==> config.mk <==
export PLATFORM = sky130hd
export DESIGN_NAME = dsc_cell
export DESIGN_NICKNAME = d
export VERILOG_FILES = /design/src/rtl/dictionary_segmentation_check_top_defines.svh /design/src/rtl/dsc_pkg.sv /design/src/rtl/dsc_cell.sv
export SDC_FILE = /design/constraint.sdc
export NUM_CORES = 2
export LEC_CHECK = 0
export BUFFER_PORTS_ARGS = -buffer_cell sky130_fd_sc_hd__buf_2
export CORE_MARGIN = 5
export CORE_UTILIZATION = 30
export DETAILED_ROUTE_END_ITERATION = 8
export MAX_ROUTING_LAYER = met4
export SYNTH_ARGS = -nofsm -noshare
export SYNTH_HDL_FRONTEND = slang
export SYNTH_MEMORY_MAX_BITS = 65536
export SYNTH_SLANG_ARGS = --single-unit
==> constraint.sdc <==
create_clock -name clk -period 13.1 [get_ports clk]
set_clock_uncertainty 0.1 [all_clocks]
set_input_delay 0.655 -clock clk [delete_from_list [all_inputs] [get_ports clk]]
set_output_delay 0.655 -clock clk [all_outputs]
set_load 0.02 [all_outputs]
==> src/rtl/dictionary_segmentation_check_top_defines.svh <==
// Assertion macros used by the top RTL file of the dictionary segmentation checker.
`ifndef DICTIONARY_SEGMENTATION_CHECK_TOP_DEFINES_SVH
`define DICTIONARY_SEGMENTATION_CHECK_TOP_DEFINES_SVH

// Same-cycle implication, held off while reset is asserted
`define DSC_ASSERT_NOW(label, clk, rst_n, ante, cons, msg) \
  label: assert property (@(posedge clk) disable iff (!rst_n) (ante) |-> (cons)) \
    else $error(msg);

// Next-cycle implication, held off while reset is asserted
`define DSC_ASSERT_NEXT(label, clk, rst_n, ante, cons, msg) \
  label: assert property (@(posedge clk) disable iff (!rst_n) (ante) |=> (cons)) \
    else $error(msg);

`endif

==> src/rtl/dsc_pkg.sv <==
`default_nettype none
package dsc_pkg;

  // Dictionary geometry
  localparam int PAT_SLOTS   = 512;
  localparam int MAX_PAT_LEN = 8;
  localparam int CELLS       = 8;
  localparam int ROWS        = PAT_SLOTS / CELLS;
  localparam int CELL_W      = $clog2(CELLS);
  localparam int ROW_W       = $clog2(ROWS);
  localparam int TOTAL_W     = $clog2(PAT_SLOTS + 1);
  localparam int LEN_W       = $clog2(MAX_PAT_LEN + 1);
  localparam int TEXT_W      = MAX_PAT_LEN * 8;
  localparam int REACH_W     = MAX_PAT_LEN + 1;
  localparam int CNT_W       = 16;
  localparam int OUT_W       = 24;

  // Input word kinds (tuser)
  localparam logic [1:0] FUNC_CLEAR  = 2'd0;
  localparam logic [1:0] FUNC_PAT    = 2'd1;
  localparam logic [1:0] FUNC_DESIGN = 2'd2;

  // Controller states
  typedef enum logic [1:0] {
    S_IDLE,
    S_SWEEP,
    S_DRAIN,
    S_DONE
  } state_t;

  // Token handed from cell to cell
  typedef struct packed {
    logic             valid;
    logic [ROW_W-1:0] row;
    logic             hit;
  } link_t;

  // Dictionary write from the loader
  typedef struct packed {
    logic              en;
    logic [ROW_W-1:0]  row;
    logic [CELL_W-1:0] col;
    logic [LEN_W-1:0]  len;
    logic [TEXT_W-1:0] text;
  } wr_t;

  // Search key broadcast to all cells
  typedef struct packed {
    logic [TEXT_W-1:0]  recent;
    logic [REACH_W-1:0] reach;
  } key_t;

  // A stored pattern matches when its bytes equal the newest design bytes
  // and the prefix end just before it was reachable.
  function automatic logic entry_match(input logic [TEXT_W-1:0] text,
                                       input logic [LEN_W-1:0] len,
                                       input key_t key);
    logic ok;
    ok = (len != '0) && key.reach[len - LEN_W'(1)];
    for (int b = 0; b < MAX_PAT_LEN; b++) begin
      if ((LEN_W'(b) < len) && (key.recent[8*b +: 8] != text[8*b +: 8])) begin
        ok = 1'b0;
      end
    end
    return ok;
  endfunction

endpackage
`default_nettype wire

==> src/rtl/dsc_cell.sv <==
`default_nettype none
module dsc_cell (
  input  wire                         clk,
  input  wire                         rst_n,
  input  wire  [dsc_pkg::CELL_W-1:0]  cell_id,
  input  wire  [dsc_pkg::TOTAL_W-1:0] total,
  input  wire  dsc_pkg::key_t         key,
  input  wire  dsc_pkg::wr_t          wr,
  input  wire  dsc_pkg::link_t        link_in,
  output dsc_pkg::link_t              link_out
);
  import dsc_pkg::*;

  // one row per slot group: length on top, text below
  logic [LEN_W+TEXT_W-1:0] mem [ROWS];
  logic [LEN_W+TEXT_W-1:0] rd_r;
  logic                    valid_r;
  logic [ROW_W-1:0]        row_r;
  logic                    hit_r;
  logic                    live;
  logic                    match;

  // dictionary store, registered read at the incoming row
  always_ff @(posedge clk) begin
    if (wr.en && (wr.col == cell_id)) begin
      mem[wr.row] <= {wr.len, wr.text};
    end
    rd_r <= mem[link_in.row];
  end

  // token stage
  always_ff @(posedge clk) begin
    if (!rst_n) begin
      valid_r <= 1'b0;
    end else begin
      valid_r <= link_in.valid;
    end
  end

  always_ff @(posedge clk) begin
    row_r <= link_in.row;
    hit_r <= link_in.hit;
  end

  // slot number is row then cell; only slots below the fill count are live
  assign live  = (TOTAL_W'({row_r, cell_id}) < total);
  assign match = entry_match(rd_r[TEXT_W-1:0], rd_r[LEN_W+TEXT_W-1:TEXT_W], key);

  always_comb begin
    link_out.valid = valid_r;
    link_out.row   = row_r;
    link_out.hit   = hit_r | (valid_r & live & match);
  end

endmodule
`default_nettype wire

==> results.ini <==
[min_path]
hold_class=in2reg
hold_start=link_in[6]

[die]
core_area_mm2=0.5561
dieArea_mm2=0.5722
die_width_um=756.4
io_pins=182
dieHeight_um=756.4
row_count=274
start_util_pct=30.06

[sta]
final.setup.worst_slack_ps=7409
rsz0062_at_grt=false
tightest_slew_ps=1306
slew_violations=0
hold_viol_final=0
tns_ps=0
fin_crit_sh_pct=43.44
finalSetupViolCount=0
clock.fmax_mhz=175.7
finalCriticalPeriod_ps=5691
hold_ws_ps=117.5
timing.slew.headroom_pct=12.96

[cells_and_area]
layout_common_cells=edfxtp_1 (4352), mux4_2 (1220), clkbuf_16 (418)
fin_util_pct=34.53
drive_gt1_share_pct=29.75
final_cells=15227
nets=7542
final_common_cell=edfxtp_1
syn_to_final_growth_pct=14.88

[route]
first_iter_violations=9586
wl_per_cell_um=30.66
dr.pass1.iters=6
vias_per_cell=5.208
ant_nets=0
wl_um=466800
via_count=79302
route.detailed.drc=0

[power]
power_frac_comb_pct=4.6
power.internal_mw=22.96
power_leakage_nw=58.18
powerDensity_mw_per_mm2=151.7
clock_power_share_pct=41.6
seq_power_share_pct=53.8
switchingPower_mw=6.174
swShare_pct=21.19
peakVddDrop_mv=0.1186

[setup_path]
worstPathArrival_ps=4940
r2r_setup_slack_ps=10980
path_class=reg2out
critical_path_required_ps=12350
crit_fanout=2
timing.rr.start=mem[7][9]$_DFFE_PP_
worst_setup_path_end_kind=output pin
start_kind=flip-flop
cp-startpoint=rd_r[23]$_DFF_P_

[grt]
first_global_vias=80280
grt_overflow_total=0
grt_pass1_wl_um=647800
antenna_found_initial=90
track_usage_pct=16.39
grt_max_degree=132

[place]
place_congestion=0.7685
port_buffers=181
place_inst=14388
dp_hpwl_um=260300
pre_cts_ws_ps=7601

[logic_synthesis]
ys_seq_elements=4428
netlist-cell-type-count=43
netlist_area_mm2=0.1671
syn_area_per_cell_um2=24.18
syn_nets=7096
ys.flop_type=edfxtp_1
yosysSeqAreaShare_pct=79.10
synthArstFlopShare_pct=0
synth_edf_count=4352
ys_warn_count=0
synthCells=6911

[clock_tree]
clk_pin_slew_ps=60
numCtsBuffers=416
clkSinkCount=4428
cts_buffer_depth=4
insertion_delay_ps=970
cts-htree-levels=5
cts_tree=yes
post_cts_buffers=0
clock_tree.root_cell=clkbuf_16

[outcome]
outcome=complete, no violations

[job]
max_cap_viol_count=0

==> sequential cells by signal, indices dropped and copies added (netlist names) <==
signal   count
hit_r        1
rd_r        68
mem       4352
valid_r      1
row_r        6
==> per-stage QoR <==
stage	instance area [µm²]	power, mW
floorplan	167100	16.68
global placement	178100	17.30
detailed placement	178100	17.33
CTS	191800	29.37
global route	192000	30.01
finish	192000	29.13
==> worst max-delay path, stage by stage, from the launching register on <==
cell and delay (ps):
dfxtp_1 340, xor2_1 190, nor4_1 780, nand2_1 540, o32ai_1 1080, nand2_1 150
o31ai_2 580, buf_2 280
==> worst paths after layout <==
kind                                         end  cells after the start
worst max-delay path                 link_out[0]                      7
worst min-delay path            row_r[5]$_DFF_P_                      1
worst max register to register   rd_r[9]$_DFF_P_                      4
worst min register to register   rd_r[6]$_DFF_P_                      5
==> cells by family (layout without fill, tap and decap cells) <==
group	after synthesis	after routing	share of synthesized area, %
AO/OA/AOI/OAI	435	435	1.782
XOR/XNOR	69	69	0.3616
adder cells (fa/ha/maj)	11	11	0.08234
buffers and inverters	387	1188	1.056
flip-flops	4428	4428	79.10
multiplexers	1288	1288	16.85
other	0	63	0
AND/OR/NAND/NOR	293	293	0.7673
==> cell usage after synthesis, types with 4 or more instances <==
library cell / number / area share (%)
inv_1: 15 / 0.034
xnor2_1: 28 / 0.15
xor2_1: 41 / 0.21
buf_6: 7 / 0.047
mux2i_1: 62 / 0.37
mux4_2: 1220 / 16
o221ai_1: 62 / 0.32
mux2_2: 6 / 0.040
ha_1: 11 / 0.082
a21oi_1: 76 / 0.23
buf_2: 126 / 0.38
o21ai_0: 5 / 0.015
buf_4: 27 / 0.12
nand4_1: 9 / 0.034
o21ai_1: 6 / 0.018
buf_1: 26 / 0.058
nand3_1: 11 / 0.033
dfxtp_1: 76 / 0.91
nor2b_1: 18 / 0.067
nor2_1: 140 / 0.31
a211oi_1: 17 / 0.076
nand3b_1: 5 / 0.022
nand2b_1: 4 / 0.015
edfxtp_1: 4352 / 78
a22oi_1: 137 / 0.62
o22ai_1: 124 / 0.46
nand2_1: 80 / 0.18
clkbuf_1: 186 / 0.42
nor4_1: 14 / 0.052
==> power by group through the flow <==
stage	combinational, mW	sequential, mW	clock, mW
6_report	1.34	15.7	12.1
4_1_cts	1.36	15.7	12.3
3_3_place_gp	1.33	16.0	0
5_1_grt	1.43	15.7	12.9
3_5_place_dp	1.36	16.0	0
2_1_floorplan	0.756	15.9	0
==> repair_timing <==
action	in CTS	in global routing
endpoints found under the setup margin	0	0
hold endpoints to repair	5	0
hold buffers	3	0
gates resized for setup	0	0
==> area by class of cell <==
| type | count | area (µm²) |
|---|---|---|
| fill | 50987 | 364100 |
| sequential | 4428 | 132200 |
| multi-input combinational | 2096 | 33750 |
| clock buffer | 548 | 11100 |
| tap | 7452 | 9324 |
| timing repair buffer | 400 | 2784 |
| clock inverter | 225 | 2628 |
| antenna | 63 | 157.7 |
| inverter | 15 | 56.30 |
==> layer usage <==
| metal | track usage, % | vias to the layer above | share of wire [%] |
|---|---|---|---|
| met5 | - | - | 0 |
| met1 | 21.19 | 43581 | 39 |
| li1 | - | 30904 | - |
| met2 | 26.22 | 4002 | 49 |
| met3 | 3.545 | 815 | 9.3 |
| met4 | 4.492 | 0 | 3.1 |
Power figures use the tool's default switching activity.
