[src/rtl/dictionary_segmentation_check_top_defines.svh]
// Assertion macros used by the top RTL file of the dictionary segmentation checker.
`ifndef DICTIONARY_SEGMENTATION_CHECK_TOP_DEFINES_SVH
`define DICTIONARY_SEGMENTATION_CHECK_TOP_DEFINES_SVH

// Same-cycle implication, held off while reset is asserted
`define DSC_ASSERT_NOW(label, clk, rst_n, ante, cons, msg) \
  label: assert property (@(posedge clk) disable iff (!rst_n) (ante) |-> (cons)) \
    else $error(msg);

// Next-cycle implication, held off while reset is asserted
`define DSC_ASSERT_NEXT(label, clk, rst_n, ante, cons, msg) \
  label: assert property (@(posedge clk) disable iff (!rst_n) (ante) |=> (cons)) \
    else $error(msg);

`endif

[src/rtl/dsc_pkg.sv]
`default_nettype none
package dsc_pkg;

  // Dictionary geometry
  localparam int PAT_SLOTS   = 512;
  localparam int MAX_PAT_LEN = 8;
  localparam int CELLS       = 8;
  localparam int ROWS        = PAT_SLOTS / CELLS;
  localparam int CELL_W      = $clog2(CELLS);
  localparam int ROW_W       = $clog2(ROWS);
  localparam int TOTAL_W     = $clog2(PAT_SLOTS + 1);
  localparam int LEN_W       = $clog2(MAX_PAT_LEN + 1);
  localparam int TEXT_W      = MAX_PAT_LEN * 8;
  localparam int REACH_W     = MAX_PAT_LEN + 1;
  localparam int CNT_W       = 16;
  localparam int OUT_W       = 24;

  // Input word kinds (tuser)
  localparam logic [1:0] FUNC_CLEAR  = 2'd0;
  localparam logic [1:0] FUNC_PAT    = 2'd1;
  localparam logic [1:0] FUNC_DESIGN = 2'd2;

  // Controller states
  typedef enum logic [1:0] {
    S_IDLE,
    S_SWEEP,
    S_DRAIN,
    S_DONE
  } state_t;

  // Token handed from cell to cell
  typedef struct packed {
    logic             valid;
    logic [ROW_W-1:0] row;
    logic             hit;
  } link_t;

  // Dictionary write from the loader
  typedef struct packed {
    logic              en;
    logic [ROW_W-1:0]  row;
    logic [CELL_W-1:0] col;
    logic [LEN_W-1:0]  len;
    logic [TEXT_W-1:0] text;
  } wr_t;

  // Search key broadcast to all cells
  typedef struct packed {
    logic [TEXT_W-1:0]  recent;
    logic [REACH_W-1:0] reach;
  } key_t;

  // A stored pattern matches when its bytes equal the newest design bytes
  // and the prefix end just before it was reachable.
  function automatic logic entry_match(input logic [TEXT_W-1:0] text,
                                       input logic [LEN_W-1:0] len,
                                       input key_t key);
    logic ok;
    ok = (len != '0) && key.reach[len - LEN_W'(1)];
    for (int b = 0; b < MAX_PAT_LEN; b++) begin
      if ((LEN_W'(b) < len) && (key.recent[8*b +: 8] != text[8*b +: 8])) begin
        ok = 1'b0;
      end
    end
    return ok;
  endfunction

endpackage
`default_nettype wire

[src/rtl/dsc_loader.sv]
`default_nettype none
module dsc_loader (
  input  wire                         clk,
  input  wire                         rst_n,
  input  wire                         clr,
  input  wire                         pat_en,
  input  wire  [7:0]                  sym,
  input  wire                         last,
  output dsc_pkg::wr_t                wr,
  output logic [dsc_pkg::TOTAL_W-1:0] total,
  output logic                        overflow
);
  import dsc_pkg::*;

  logic [TEXT_W-1:0]  build_text_r, build_text_nxt;
  logic [LEN_W-1:0]   build_len_r, build_len_nxt;
  logic               too_long_r, too_long_nxt;
  logic [TOTAL_W-1:0] total_r, total_nxt;
  logic               overflow_r, overflow_nxt;
  logic               store;

  // pattern assembly and slot allocation
  always_comb begin
    build_text_nxt = build_text_r;
    build_len_nxt  = build_len_r;
    too_long_nxt   = too_long_r;
    total_nxt      = total_r;
    overflow_nxt   = overflow_r;
    store          = 1'b0;
    if (clr) begin
      build_text_nxt = '0;
      build_len_nxt  = '0;
      too_long_nxt   = 1'b0;
      total_nxt      = '0;
      overflow_nxt   = 1'b0;
    end else if (pat_en) begin
      if (build_len_r < LEN_W'(MAX_PAT_LEN)) begin
        build_text_nxt = (build_text_r << 8) | TEXT_W'(sym);
        build_len_nxt  = build_len_r + LEN_W'(1);
      end else begin
        too_long_nxt = 1'b1;
      end
      if (last) begin
        if (too_long_nxt || (total_r >= TOTAL_W'(PAT_SLOTS))) begin
          overflow_nxt = 1'b1;
        end else begin
          store     = 1'b1;
          total_nxt = total_r + TOTAL_W'(1);
        end
      end
    end
  end

  always_comb begin
    wr.en   = store;
    wr.row  = total_r[ROW_W+CELL_W-1:CELL_W];
    wr.col  = total_r[CELL_W-1:0];
    wr.len  = build_len_nxt;
    wr.text = build_text_nxt;
  end

  always_ff @(posedge clk) begin
    if (!rst_n) begin
      build_text_r <= '0;
      build_len_r  <= '0;
      too_long_r   <= 1'b0;
      total_r      <= '0;
      overflow_r   <= 1'b0;
    end else if (pat_en && last && !clr) begin
      // pattern closed: start a fresh one
      build_text_r <= '0;
      build_len_r  <= '0;
      too_long_r   <= 1'b0;
      total_r      <= total_nxt;
      overflow_r   <= overflow_nxt;
    end else begin
      build_text_r <= build_text_nxt;
      build_len_r  <= build_len_nxt;
      too_long_r   <= too_long_nxt;
      total_r      <= total_nxt;
      overflow_r   <= overflow_nxt;
    end
  end

  assign total    = total_r;
  assign overflow = overflow_r;

endmodule
`default_nettype wire

[config.mk]
export PLATFORM = sky130hd
export DESIGN_NAME = dsc_loader
export DESIGN_NICKNAME = d
export VERILOG_FILES = /design/src/rtl/dictionary_segmentation_check_top_defines.svh /design/src/rtl/dsc_pkg.sv /design/src/rtl/dsc_loader.sv
export SDC_FILE = /design/constraint.sdc
export NUM_CORES = 1
export LEC_CHECK = 0
export BUFFER_PORTS_ARGS = -buffer_cell sky130_fd_sc_hd__buf_2
export CAP_MARGIN = 40
export CORE_MARGIN = 4
export CORE_UTILIZATION = 50
export CTS_CLUSTER_DIAMETER = 50
export CTS_CLUSTER_SIZE = 20
export DETAILED_ROUTE_END_ITERATION = 16
export PLACE_DENSITY = 0.78
export SYNTH_ARGS = -nofsm -noshare
export SYNTH_HDL_FRONTEND = slang
export SYNTH_SLANG_ARGS = --single-unit
[constraint.sdc]
create_clock -name clk -period 2.36 [get_ports clk]
set_input_delay 0.236 -clock clk [delete_from_list [all_inputs] [get_ports clk]]
set_output_delay 0.236 -clock clk [all_outputs]
set_load 0.005 [all_outputs]
==> metrics <==
first-pass GRT wire length=between 10000 and 15000 um; Pre-Repair DR Iteration Count=4; CTS tree=built; Fmax=a little over 500 MHz; Die Span X=91.3 um; post-synthesis adder-cell area fraction=0.0108; initial core utilization=0.513; Synth top area share=0.462; sequential area share after synthesis=0.462; Ports=slightly above 100; Slew Limit Headroom=0.486; Antenna Nets Post-Route=0; layout cells sized above 1=0.284; pre-CTS WS=between 0.4 and 0.5 ns; Tmin final=between 1.5 and 2 ns; Post-Synthesis Cell Area=about 3500 sq um; Final Hold Vio Count=0; net count after synthesis=405; post-DR wirelength/cell=approximately 14 um; Pwr per Cell Area=about 580 nW/um^2; routed vias=approximately 3000; Die H=approximately 90 um; Main synth FF type=dfxtp_1; clk slew on worst S/H paths=roughly 0.090 ns; Synth area leader=dfxtp_1; TNS Setup=0 ns; CTS Root Cell=clkbuf_8; fin worst setup slack=0.385 ns; Synth Area in Compound Gates=0.0314; cells after synthesis=389; status=finished, final reports clean; clock sink count=80; Critical Path RT=~2.1 ns; post-synthesis mux area share=0.196; Fin Hold WS=0.228 ns; CP peak stage delay=between 0.3 and 0.4 ns; vias per std cell=~5.3; largest net degree at the start of global routing=75; initial drt markers=135; most numerous cell in the Yosys netlist=dfxtp_1; grt ovf=0; Core Area=roughly 6800 sq um; crit share post-route=0.837; Max VDD drop=between 0.3 and 0.4 mV; Seq cells post-synth=80; synth top area cells=dfxtp_1 46%, mux2i_1 20%, nor3_1 9.7%; Tightest Pin Transition=0.769 ns; Leakage=~2.0 nW; total number of yosys warnings=0; Total Routing Usage GR=0.186; worst skew pair latency=0.35 ns; GP Congestion=roughly 0.82; pins over their slew limit=0; Die ar.=between 8000 and 9000 sq um; initial antenna violation count=0; Simple-Gate Fraction of Synth Area=0.227; Num CTS Buffers=9; RSZ-0062 raised after global routing=no; CTS Buffer Depth=2; Critical Path AT=between 1.5 and 2 ns; worst-path fanout max=15; Post-synth ARST share=0; WL final=slightly below 8000 um; vias in the first global route=2711; crit-path cells=nor2b_4 -> buf_12 -> buf_12 -> mux2i_1 -> nor2_1 -> buf_2; Critical Path Start Type=register; top post-synthesis cells by count=80 x dfxtp_1, 73 x nor2_1, 68 x mux2i_1; drc violations=0; Max-Cap Viols=0; Layout Skew=between 0.008 and 0.009 ns; area grow syn2layout=22.7%; Slowest cell on crit path=dfxtp_1; largest family of logic cells by synthesized area=simple AND/OR/NAND/NOR gates; dpl cell area=4010 sq um; EDFF count, synth=0; H-tree depth=3; Min-Delay Path Class=in2reg; row count=30; n_diodes=0; Final nets=490; crit path capture type=output pin; Syn Area/Cell=8.92 sq um; critical path type=reg2out; port buffer count=between 100 and 150; Synth cell types=32; xor/xnor share of the synthesized area=0.00505; fin area=4250 sq um; CP most frequent cell=buf_12; DP HPWL=5470 um; endpoints failing setup=0
-- per-stage QoR --
stage | power [mW] | cells | utilization
final | 2.48 | 559 | 0.630
after global placement | 1.59 | 536 | 0.594
after detailed placement | 1.59 | 536 | 0.594
after global routing | 2.58 | 559 | 0.630
after CTS | 2.50 | 552 | 0.620
after floorplan | 1.53 | 389 | -
-- cell families after synthesis --
family,Yosys count
simple gates,171
flops,80
mux,68
buf+inv,48
compound gates,17
fa+ha+maj,3
xor+xnor,2
-- layout by cell type, fill, tap and decap left out --
master,instances
buf_12,6
clkinvlp_4,2
dfxtp_1,80
buf_4,11
a41oi_1,1
or4_1,2
buf_2,100
or4b_4,1
nor4_1,2
nor3_1,67
nand3_1,5
or3_1,2
clkinv_4,2
o41ai_1,1
nor4b_1,1
nor2b_4,1
mux2i_1,68
xnor2_1,1
clkinv_2,1
nand2b_1,5
clkbuf_8,9
inv_6,2
nor2b_1,1
o21a_1,1
o311ai_0,1
o31ai_1,3
inv_1,5
nand3b_1,1
a31oi_1,2
nor2_1,73
nand4_1,1
o21ai_0,2
ha_1,3
o21ai_4,1
xor2_1,1
a21oi_1,5
nand2_1,9
-- flip-flops by register name, indices dropped and copies added (netlist names) --
signal	count
build_text_r	64
total	10
build_len_r	4
overflow	1
too_long_r	1
-- timing repair --
item                       4_1_cts  5_1_grt
buffers inserted                 0        7
setup endpoints to repair        0        5
resized for setup                0        0
hold buffers                     0        0
-- cell type report --
class | count | area (sq um)
fillers | 594 | 2500
multi-input cells | 261 | 1650
flip-flops and latches | 80 | 1600
repair buffers | 117 | 703
clock buffers | 9 | 124
well taps | 80 | 100
clock inverters | 7 | 55.1
inverters | 5 | 18.8
-- where the power goes --
group          total [mW]  switching [mW]  internal, mW
Clock               0.910           0.519         0.390
Sequential           1.36         0.00503          1.36
Combinational       0.209           0.123        0.0859
-- critical path: cells and delay by family (launching register included) --
kind / cells / cell delay, ns
buf+inv: 3 / 0.49
flops: 1 / 0.39
mux: 1 / 0.26
simple gates: 2 / 0.23
-- path summary, 6_finish.rpt --
check	startpoint	endpoint	slack (ns)	cells after the start
max	build_len_r[3]	wr[56]	0.39	6
min	sym[3]	build_text_r[3]	0.23	3
max reg2reg	total[9]	total[9]	0.59	3
min reg2reg	overflow	overflow	0.49	2
-- per-layer routing --
metal / up-vias / track usage / part of all wire
met5: - / 0 / 0
met4: 0 / 0.0603 / 0.0087
met3: 7 / 0.0530 / 0.066
met2: 78 / 0.297 / 0.47
met1: 1363 / 0.242 / 0.46
li1: 1516 / - / -
Note: power is estimated with default switching activity, not from simulation.
